**src/rtl/cld_pkg.sv**
```systemverilog
// Package for the content-length deframer: result kind codes, character
// constants and the header prefix table. No dependencies.

package cld_pkg;

  typedef enum logic [2:0] {
    KIND_BODY       = 3'd0,
    KIND_EMPTY      = 3'd1,
    KIND_NO_LENGTH  = 3'd2,
    KIND_IN_HEADER  = 3'd3,
    KIND_SHORT_BODY = 3'd4
  } kind_t;

  typedef enum logic [1:0] {
    PH_HEADER = 2'b01,
    PH_BODY   = 2'b10
  } phase_t;

  typedef enum logic [2:0] {
    DM_SKIP   = 3'b001,
    DM_DIGITS = 3'b010,
    DM_DONE   = 3'b100
  } digit_mode_t;

  localparam logic [7:0] CH_TAB  = 8'h09;
  localparam logic [7:0] CH_LF   = 8'h0A;
  localparam logic [7:0] CH_VT   = 8'h0B;
  localparam logic [7:0] CH_FF   = 8'h0C;
  localparam logic [7:0] CH_CR   = 8'h0D;
  localparam logic [7:0] CH_SP   = 8'h20;
  localparam logic [7:0] CH_ZERO = 8'h30;
  localparam logic [7:0] CH_NINE = 8'h39;

  localparam logic [4:0] PREFIX_LEN      = 5'd15;
  localparam logic [4:0] PREFIX_MISMATCH = 5'd16;

  // Characters of "Content-Length:" by position.
  function automatic logic [7:0] prefix_char(input logic [3:0] idx);
    logic [7:0] ch;
    case (idx)
      4'd0:    ch = 8'h43; // C
      4'd1:    ch = 8'h6F; // o
      4'd2:    ch = 8'h6E; // n
      4'd3:    ch = 8'h74; // t
      4'd4:    ch = 8'h65; // e
      4'd5:    ch = 8'h6E; // n
      4'd6:    ch = 8'h74; // t
      4'd7:    ch = 8'h2D; // -
      4'd8:    ch = 8'h4C; // L
      4'd9:    ch = 8'h65; // e
      4'd10:   ch = 8'h6E; // n
      4'd11:   ch = 8'h67; // g
      4'd12:   ch = 8'h74; // t
      4'd13:   ch = 8'h68; // h
      4'd14:   ch = 8'h3A; // :
      default: ch = 8'h00;
    endcase
    return ch;
  endfunction

  function automatic logic is_space(input logic [7:0] c);
    return (c == CH_SP) || (c == CH_TAB) || (c == CH_VT) || (c == CH_FF) || (c == CH_CR);
  endfunction

  function automatic logic is_digit(input logic [7:0] c);
    return (c >= CH_ZERO) && (c <= CH_NINE);
  endfunction

endpackage

```
**src/rtl/content_length_deframer.sv**
```systemverilog
// A result goes through the input register, then the result register, to
// out_valid. One item per cycle while the result register is not stalled,
// set by the combinational header/body state update between the two
// registers. Items that give no result pass even while the result register is
// stalled. Reset (rst, synchronous, active high) empties both registers and
// returns the parser to the start of a header block with no length seen.

module content_length_deframer
  import cld_pkg::*;
#(
  parameter int LENGTH_BITS = 32
) (
  input  logic       clk,
  input  logic       rst,
  input  logic       in_valid,
  output logic       in_stall,
  input  logic [7:0] data_byte,
  input  logic       stream_end,
  output logic       out_valid,
  input  logic       out_stall,
  output logic [2:0] kind,
  output logic [7:0] body_byte,
  output logic       frame_last
);

  localparam int PROD_BITS = LENGTH_BITS + 4;

  // Input register
  logic       in_full;
  logic [7:0] in_byte;
  logic       in_end;

  // Parser state
  phase_t                 phase, phase_next;
  logic [4:0]             prefix_pos, prefix_pos_next;
  logic                   has_content, has_content_next;
  logic                   pending_cr, pending_cr_next;
  logic                   after_nz, after_nz_next;
  digit_mode_t            dmode, dmode_next;
  logic [LENGTH_BITS-1:0] acc, acc_next;
  logic                   length_seen, length_seen_next;
  logic [LENGTH_BITS-1:0] body_length, body_length_next;
  logic [LENGTH_BITS-1:0] body_remaining, body_remaining_next;

  logic        res_want;
  kind_t       res_kind;
  logic [7:0]  res_byte;
  logic        res_last;
  logic        advance;
  logic [3:0]  digit;
  logic [PROD_BITS-1:0] prod;

  assign digit = in_byte[3:0] - CH_ZERO[3:0];
  assign prod  = ({4'd0, acc} << 3) + ({4'd0, acc} << 1) + PROD_BITS'(digit);

  // An item with no result never waits for the result register.
  assign advance  = in_full && (!res_want || !out_valid || !out_stall);
  assign in_stall = in_full && !advance;

  always_comb begin
    phase_next          = phase;
    prefix_pos_next     = prefix_pos;
    has_content_next    = has_content;
    pending_cr_next     = pending_cr;
    after_nz_next       = after_nz;
    dmode_next          = dmode;
    acc_next            = acc;
    length_seen_next    = length_seen;
    body_length_next    = body_length;
    body_remaining_next = body_remaining;
    res_want            = 1'b0;
    res_kind            = KIND_BODY;
    res_byte            = 8'd0;
    res_last            = 1'b0;

    if (phase == PH_BODY) begin
      res_want = 1'b1;
      if (in_end) begin
        res_kind = KIND_SHORT_BODY;
        res_last = 1'b1;
      end else begin
        res_byte = in_byte;
        res_last = (body_remaining == LENGTH_BITS'(1));
        body_remaining_next = body_remaining - LENGTH_BITS'(1);
      end
    end else if (in_end) begin
      res_want = 1'b1;
      res_kind = KIND_IN_HEADER;
      res_last = 1'b1;
    end else if (in_byte == CH_LF) begin
      if (!has_content) begin
        if (!length_seen) begin
          res_want = 1'b1;
          res_kind = KIND_NO_LENGTH;
          res_last = 1'b1;
        end else if (body_length == '0) begin
          res_want = 1'b1;
          res_kind = KIND_EMPTY;
          res_last = 1'b1;
        end else begin
          phase_next          = PH_BODY;
          body_remaining_next = body_length;
        end
      end else if (prefix_pos == PREFIX_LEN && after_nz) begin
        body_length_next = acc;
        length_seen_next = 1'b1;
      end
      prefix_pos_next  = 5'd0;
      has_content_next = 1'b0;
      pending_cr_next  = 1'b0;
      after_nz_next    = 1'b0;
      dmode_next       = DM_SKIP;
      acc_next         = '0;
    end else begin
      // A held CR that is not followed by LF counts as a line character.
      if (pending_cr) begin
        has_content_next = 1'b1;
        if (prefix_pos < PREFIX_LEN) begin
          prefix_pos_next = PREFIX_MISMATCH;
        end else if (prefix_pos == PREFIX_LEN) begin
          after_nz_next = 1'b1;
          if (dmode == DM_DIGITS) begin
            dmode_next = DM_DONE;
          end
        end
      end
      pending_cr_next = (in_byte == CH_CR);
      if (in_byte != CH_CR) begin
        has_content_next = 1'b1;
        if (prefix_pos_next < PREFIX_LEN) begin
          if (in_byte == prefix_char(prefix_pos_next[3:0])) begin
            prefix_pos_next = prefix_pos_next + 5'd1;
          end else begin
            prefix_pos_next = PREFIX_MISMATCH;
          end
        end else if (prefix_pos_next == PREFIX_LEN) begin
          after_nz_next = 1'b1;
          if (dmode_next == DM_SKIP && !is_space(in_byte)) begin
            dmode_next = DM_DIGITS;
          end
          if (dmode_next == DM_DIGITS) begin
            if (is_digit(in_byte)) begin
              if (prod[PROD_BITS-1:LENGTH_BITS] != 4'd0) begin
                acc_next = '1;
              end else begin
                acc_next = prod[LENGTH_BITS-1:0];
              end
            end else begin
              dmode_next = DM_DONE;
            end
          end
        end
      end
    end

    // Every result that closes a frame starts a fresh one.
    if (res_want && res_last) begin
      phase_next          = PH_HEADER;
      prefix_pos_next     = 5'd0;
      has_content_next    = 1'b0;
      pending_cr_next     = 1'b0;
      after_nz_next       = 1'b0;
      dmode_next          = DM_SKIP;
      acc_next            = '0;
      length_seen_next    = 1'b0;
      body_length_next    = '0;
      body_remaining_next = '0;
    end
  end

  always_ff @(posedge clk) begin
    if (rst) begin
      in_full        <= 1'b0;
      phase          <= PH_HEADER;
      prefix_pos     <= 5'd0;
      has_content    <= 1'b0;
      pending_cr     <= 1'b0;
      after_nz       <= 1'b0;
      dmode          <= DM_SKIP;
      acc            <= '0;
      length_seen    <= 1'b0;
      body_length    <= '0;
      body_remaining <= '0;
      out_valid      <= 1'b0;
    end else begin
      if (!in_stall) begin
        in_full <= in_valid;
      end
      if (advance) begin
        phase          <= phase_next;
        prefix_pos     <= prefix_pos_next;
        has_content    <= has_content_next;
        pending_cr     <= pending_cr_next;
        after_nz       <= after_nz_next;
        dmode          <= dmode_next;
        acc            <= acc_next;
        length_seen    <= length_seen_next;
        body_length    <= body_length_next;
        body_remaining <= body_remaining_next;
      end
      if (advance && res_want) begin
        out_valid <= 1'b1;
      end else if (!out_stall) begin
        out_valid <= 1'b0;
      end
    end
  end

  always_ff @(posedge clk) begin
    if (in_valid && !in_stall) begin
      in_byte <= data_byte;
      in_end  <= stream_end;
    end
    if (advance && res_want) begin
      kind       <= res_kind;
      body_byte  <= res_byte;
      frame_last <= res_last;
    end
  end

endmodule

```
**config.mk**
```make
export PLATFORM = sky130hd
export DESIGN_NAME = content_length_deframer
export DESIGN_NICKNAME = d
export VERILOG_FILES = /design/src/rtl/cld_pkg.sv /design/src/rtl/content_length_deframer.sv
export SDC_FILE = /design/constraint.sdc
export NUM_CORES = 1
export LEC_CHECK = 0
export BUFFER_PORTS_ARGS = -buffer_cell sky130_fd_sc_hd__buf_2
export CORE_UTILIZATION = 58
export CTS_CLUSTER_SIZE = 14
export DETAILED_ROUTE_END_ITERATION = 16
export GPL_TIMING_DRIVEN = 1
export HOLD_SLACK_MARGIN = 0.12
export PLACE_DENSITY = 0.84
export REMOVE_ABC_BUFFERS = 1
export SLEW_MARGIN = 15
export SYNTH_ARGS = -nofsm -noshare
export SYNTH_HDL_FRONTEND = slang
export SYNTH_SLANG_ARGS = --single-unit
```
**constraint.sdc**
```tcl
create_clock -name clk -period 10.15 [get_ports clk]
set_input_delay 2.03 -clock clk [delete_from_list [all_inputs] [get_ports clk]]
set_output_delay 2.03 -clock clk [all_outputs]
set_load 0.01 [all_outputs]
```
==> run_results.csv, run 1 <==
group,metric,value,unit
floorplanning,fp.dieW,124.1,um
critical_path,path_buf_inv,1,
placement,place.gp.congestion,0.9021,
critical_path,timing.rr.end,"acc[8]",
timing,period_share,45.90,%
pwr,irDropWorstVdd,0.0001178,V
pwr,switching_power,283.4,uW
global_routing,first_global_vias,7209,
hold_path,holdPathEnd,"after_nz",
floorplanning,die_h,124.1,um
timing,timing.final.max_slew_violations,0,
hold_path,hold_depth,1,
pwr,power_frac_clock,51.0,%
clock_tree,clkSinkCount,133,
timing,setup_violations,0,
global_routing,grt_start_max_net_pins,83,
critical_path,cp_slowest_stage_delay,0.55,ns
pwr,comb_power_share,5.1,%
synthesis,synth_cells,1068,
pwr,cellInternalPower,969.5,uW
clock_tree,ctsResizeCount,0,
critical_path,path_max_fanout,3,
synthesis,syn_avg_cell_area,8.101,um^2
placement,postPlaceCellArea,0.008782,mm^2
route,drtAntennaViolNets,0,
route,wl_per_cell,17.30,um
pwr,p_leak,3.905,nW
floorplanning,start_util,59.53,%
synthesis,yosysSeqAreaShare,33.20,%
clock_tree,cts_made_buffers,17,
final_layout,antennaDiodeCount,0,
final_layout,area_delta_synth_final,8.706,%
timing,hold_violations,0,
final_layout,nFillCells,1192,
synthesis,async_flop_share,0,%
run_status,status,"finished, final reports clean",
placement,pre_cts_ws,5.444,ns
route,drc,0,
timing,layout_min_cycle_time,4.659,ns
global_routing,grt_pass1_wl,35.08,mm
synthesis,synth_top_area_share,25.91,%
critical_path,reg2reg_depth,12,
run,maxCapViolCount,0,
pwr,sw_frac_of_total,22.62,%
route,drt_pass1_iterations,5,
timing,worstMarginPinSlew,1.079,ns
final_layout,finish.utilization,64.71,%
placement,post-dp-hpwl,14.95,mm
clock_tree,clk_pin_slew_worst_paths,0.06,ns
route,wirelength,21.72,mm
hold_path,holdCritPathClass,"reg2reg",
route,drtIter0Drc,833,
final_layout,final_nets,1143,
final_layout,final_common_cell,"nand2_1",
final_layout,drive_gt1_share,7.563,%
critical_path,crit_path_end_kind,"output pin",
synthesis,yosys-top-cells-area,"dfxtp_1, ha_1, edfxtp_1",
critical_path,path_class,"reg2out",
critical_path,critPathRequiredTime,8.12,ns
global_routing,grt_usage,28.78,%
clock_tree,holdBufCountCts,0,
global_routing,antenna_found_initial,0,
clock_tree,cts-root-buf,"clkbuf_16",
pwr,powerDensity,133.2,mW/mm^2
timing,rsz0062_at_grt,"no",
floorplanning,rows,44,
critical_path,cp.arrival,2.63,ns
hold_path,hp-start,"after_nz",
clock_tree,htree_levels,4,
timing,relSlewSlack,28.05,%
synthesis,ys_warn_count,0,
synthesis,synthDistinctLibCells,75,
floorplanning,core-area,0.01453,mm^2
final_layout,design_area,0.009405,mm^2
timing,setup_slack,5.491,ns
final_layout,seq_area,0.002873,mm^2
clock_tree,clk_latency,0.42,ns
critical_path,worst_path_dominant_cell_family,"simple AND/OR/NAND/NOR gates",
critical_path,r2r-start,"in_byte[3]",
critical_path,cpMaxStageDelayCell,"o41ai_1",
global_routing,grt_overflow,0,
timing,setup_tns,0,ns
clock_tree,post_cts_buffers,0,
floorplanning,ios,27,
route,vias_per_cell,6.567,
timing,fin_skew,0.01010,ns
synthesis,synth-edff-count,21,
critical_path,startpoint_type,"flip-flop",
floorplanning,dieArea,0.01541,mm^2
critical_path,path_cells,"nor4_1 -> nand2_1 -> o41ai_1 -> a21boi_0 -> nand2b_1 -> nor2_1 -> buf_2",
final_layout,multi_input_area,0.005405,mm^2
synthesis,ys.flop_type,"dfxtp_1",
synthesis,synth_area,0.008652,mm^2
final_layout,final_cell_mix,"nand2_1, dfxtp_1, a21oi_1",
route,num_vias,8242,
synthesis,yosys.area.top_type,"dfxtp_1",
synthesis,ys_ff_latch,133,
clock_tree,clock_path_buffers,2,
timing,fmax,214.6,MHz
critical_path,ff2ff_setup_slack,5.60,ns
placement,io_buffers,26,
pwr,seq_power_share,43.9,%
clock_tree,cts_tree,"yes",
[routing by layer]
layer	up-vias	global-route usage (%)	share of wire, %
met5	-	0	0
met4	0	9.673	2.4
met3	44	4.762	6.6
met2	347	43.34	45
met1	3903	41.42	46
li1	3948	-	-
[synth_stat cells (11+ instances only)]
| master | count |
|---|---|
| a21oi_1 | 92 |
| nor3_1 | 29 |
| a22oi_1 | 24 |
| buf_2 | 13 |
| and2_1 | 12 |
| o211ai_1 | 13 |
| o21ai_0 | 60 |
| nand2_1 | 137 |
| nand3_1 | 50 |
| a221o_1 | 16 |
| a31oi_1 | 12 |
| a211oi_1 | 11 |
| edfxtp_1 | 21 |
| xnor2_1 | 30 |
| o31ai_1 | 22 |
| nor2b_1 | 14 |
| a21o_1 | 12 |
| inv_1 | 26 |
| clkbuf_1 | 41 |
| dfxtp_1 | 112 |
| nand4_1 | 11 |
| nor2_1 | 82 |
| nor4_1 | 17 |
| ha_1 | 70 |
[stage by stage]
step,cells,power [mW],hold slack [ns]
6_report,1255,1.253,0.4681
4_1_cts,1255,1.249,0.4705
2_1_floorplan,1006,0.5974,0.4352
5_1_grt,1255,1.280,0.4871
3_5_place_dp,1223,0.6219,0.4603
3_3_place_gp,1223,0.6205,0.4508
[worst max path at each step]
stage	startpoint	endpoint	slack, ns	cells past startpoint
global placement	out_stall	body_length[28]	5.52	8
global route	in_byte[3]	acc[19]	5.37	12
detailed placement	out_stall	body_length[24]	5.44	8
finish	body_length[23]	in_stall	5.49	7
CTS	out_stall	in_stall	5.51	4
floorplan	out_stall	body_length[0]	5.73	7
[power by group through the flow]
stage          clock network, mW  registers (mW)  logic [mW]
5_1_grt                    0.659           0.551      0.0704
4_1_cts                    0.637           0.550      0.0625
3_3_place_gp                   0           0.560      0.0601
3_5_place_dp                   0           0.561      0.0613
6_report                   0.639           0.550      0.0643
2_1_floorplan                  0           0.559      0.0380
[cells by family (layout without fill, tap and decap cells)]
group | Yosys count | count (layout) | share of synthesized area [%]
and+or+nand+nor | 406 | 406 | 22.46
xor gates and xnor gates | 40 | 40 | 4.049
adders and majority gates | 72 | 72 | 10.59
AOI/OAI and AO/OA | 325 | 325 | 24.82
DFF | 133 | 133 | 33.20
muxes | 3 | 3 | 0.3615
buffers and inverters | 89 | 92 | 4.526
[worst reg2reg max path, stage by stage (launching register included)]
cell and delay, ns:
edfxtp_1 0.48, fa_1 0.56, inv_1 0.07, fa_1 0.45
nor2b_1 0.17, o2111ai_1 0.20, and4_1 0.29, o21ai_2 0.20
a31oi_1 0.12, mux2_2 0.28, or4_1 0.86, o21a_2 0.46
a221o_1 0.29
[final cells by class]
type | count | share of cell area, %
clock buffer | 18 | 4.563
clock inverter | 14 | 1.956
inverter | 27 | 1.078
multi-input combinational | 846 | 57.47
sequential | 133 | 30.54
tap | 184 | 2.448
timing repair buffer | 33 | 1.942
[state kept, by name, summed over array words and instances, names as in the netlist]
register        flops
has_content         1
acc                32
prefix_pos          5
out_valid           1
frame_last          1
body_remaining     32
after_nz            1
phase               2
in_end              1
in_byte             8
body_byte           8
pending_cr          1
dmode               3
in_full             1
body_length        32
length_seen         1
kind                3
(Power assumes the default switching activity.)
==> inputs of run 2 (changes only) <==
==> constraint.sdc (replaced) <==
create_clock -name clk -period 4.4 [get_ports clk]
set_input_delay 0.88 -clock clk [delete_from_list [all_inputs] [get_ports clk]]
set_output_delay 0.88 -clock clk [all_outputs]
set_load 0.01 [all_outputs]
==> run 2 against run 1 <==
Effect of this change: hold slack about the same; largest power group unchanged; setup slack got worse by 5.3 ns; clock power increased by 130%; sequential power increased by 130%; critical path type is now reg2reg; design area increased by 0.57%; cell count increased by 0.72%; via count increased by 0.13%; sequential share of layout area decreased by 0.17 points.
==> run_results.csv, run 2 (synthesis gave the netlist of run 1 again) <==
group,metric,value,unit
run_status,status,"finished, final reports clean",
critical_path,path_max_fanout,17,
final_layout,drive_gt1_share,8.704,%
floorplanning,die_h,124.1,um
global_routing,grt_start_max_net_pins,64,
route,drtAntennaViolNets,0,
global_routing,grt_pass1_wl,35.93,mm
floorplanning,dieArea,0.01541,mm^2
pwr,cellInternalPower,2.195,mW
critical_path,reg2reg_depth,13,
timing,setup_tns,0,ns
final_layout,area_delta_synth_final,9.328,%
pwr,powerDensity,304.8,mW/mm^2
placement,post-dp-hpwl,15.65,mm
pwr,p_leak,3.953,nW
final_layout,nFillCells,1232,
pwr,switching_power,688.0,uW
clock_tree,holdBufCountCts,0,
clock_tree,cts-root-buf,"clkbuf_16",
route,drtIter0Drc,1045,
floorplanning,start_util,59.53,%
clock_tree,ctsResizeCount,0,
critical_path,critPathRequiredTime,4.69,ns
pwr,irDropWorstVdd,0.0002958,V
clock_tree,post_cts_buffers,0,
pwr,power_frac_clock,50.8,%
critical_path,path_class,"reg2reg",
timing,layout_min_cycle_time,4.163,ns
critical_path,cp.arrival,4.46,ns
pwr,power.total,2.883,mW
placement,dp_cells,1232,
run,maxCapViolCount,0,
hold_path,holdCritPathClass,"reg2reg",
route,drt_pass1_iterations,5,
pwr,seq_power_share,44.0,%
final_layout,final_common_cell,"nand2_1",
final_layout,finish.utilization,65.08,%
final_layout,reg_top3,"acc (32), body_length (32), body_remaining (32)",
critical_path,startpoint_type,"flip-flop",
timing,fin_skew,0.007041,ns
route,wl_per_cell,17.56,um
final_layout,final_cell_mix,"nand2_1, dfxtp_1, a21oi_1",
timing,relSlewSlack,36.14,%
global_routing,grt_usage,29.78,%
timing,timing.final.max_slew_violations,0,
global_routing,grt_overflow,0,
global_routing,antenna_found_initial,0,
timing,fmax,240.2,MHz
clock_tree,cts_tree,"yes",
pwr,sw_frac_of_total,23.87,%
clock_tree,clock_path_buffers,2,
global_routing,first_global_vias,7260,
timing,setup_violations,0,
clock_tree,htree_levels,4,
placement,place.gp.congestion,0.8757,
final_layout,antennaDiodeCount,0,
route,vias_per_cell,6.529,
route,wirelength,22.20,mm
clock_tree,cts_made_buffers,17,
floorplanning,fp.dieW,124.1,um
clock_tree,clk_pin_slew_worst_paths,0.06,ns
route,num_vias,8253,
clock_tree,clkSinkCount,133,
clock_tree,clk_latency,0.43,ns
floorplanning,ios,27,
floorplanning,rows,44,
floorplanning,core-area,0.01453,mm^2
critical_path,crit_path_end_kind,"flip-flop",
placement,io_buffers,26,
route,drc,0,
timing,period_share,94.62,%
timing,worstMarginPinSlew,0.9459,ns
timing,rsz0062_at_grt,"no",
final_layout,final_cells,1264,
pwr,comb_power_share,5.3,%
hold_path,hold_depth,2,
timing,hold_violations,0,
final_layout,final_nets,1152,
[run 2: path summary, 6_finish.rpt]
| path | start | end | slack [ns] |
|---|---|---|---|
| setup / recovery | in_byte[3] | acc[22] | 0.24 |
| hold / removal | body_remaining[13] | body_remaining[13] | 0.47 |
| setup reg to reg | in_byte[3] | acc[22] | 0.24 |
| hold reg to reg | body_remaining[13] | body_remaining[13] | 0.47 |
[run 2: cell type report]
type / count / area [um^2] / area share, %
clock inverter: 14 / 175.2 / 1.852
sequential: 133 / 2873 / 30.37
clock buffer: 18 / 429.2 / 4.537
timing repair buffer: 42 / 250.2 / 2.646
inverter: 27 / 101.3 / 1.071
multi-input combinational: 846 / 5400 / 57.09
tap: 184 / 230.2 / 2.434
[run 2: metrics by stage]
step,hold WS [ns],area (um^2),setup slack [ns]
final,0.4678,9459,0.2366
after CTS,0.4665,9454,0.2760
after floorplan,0.4352,8362,0.1486
after global placement,0.4471,8850,0.4453
after detailed placement,0.4525,8850,0.3430
after global routing,0.4816,9459,0.06740
[run 2: layer usage]
| metal | global-route usage [%] | vias to the layer above | wire length, um |
|---|---|---|---|
| li1 | - | 3970 | - |
| met1 | 41.53 | 3814 | 9945 |
| met2 | 43.96 | 406 | 9785 |
| met3 | 6.731 | 63 | 1867 |
| met4 | 12.43 | 0 | 603 |
| met5 | 0 | - | 0 |
[run 2: critical path, stage by stage (launching register included)]
cell and delay (ns):
edfxtp_1 0.46, fa_1 0.55, inv_1 0.07, fa_1 0.45
nor2b_1 0.16, o2111ai_1 0.19, and4_1 0.28, o21ai_2 0.21
a31oi_1 0.13, mux2_2 0.28, or4_1 0.59, buf_4 0.24
o31ai_1 0.30, a21oi_1 0.12
[run 2: power groups by stage]
stage	logic (mW)	registers [mW]	clock network, mW
3_3_place_gp	0.145	1.29	0
2_1_floorplan	0.0877	1.29	0
5_1_grt	0.166	1.27	1.53
3_5_place_dp	0.146	1.29	0
6_report	0.151	1.27	1.46
4_1_cts	0.148	1.27	1.47
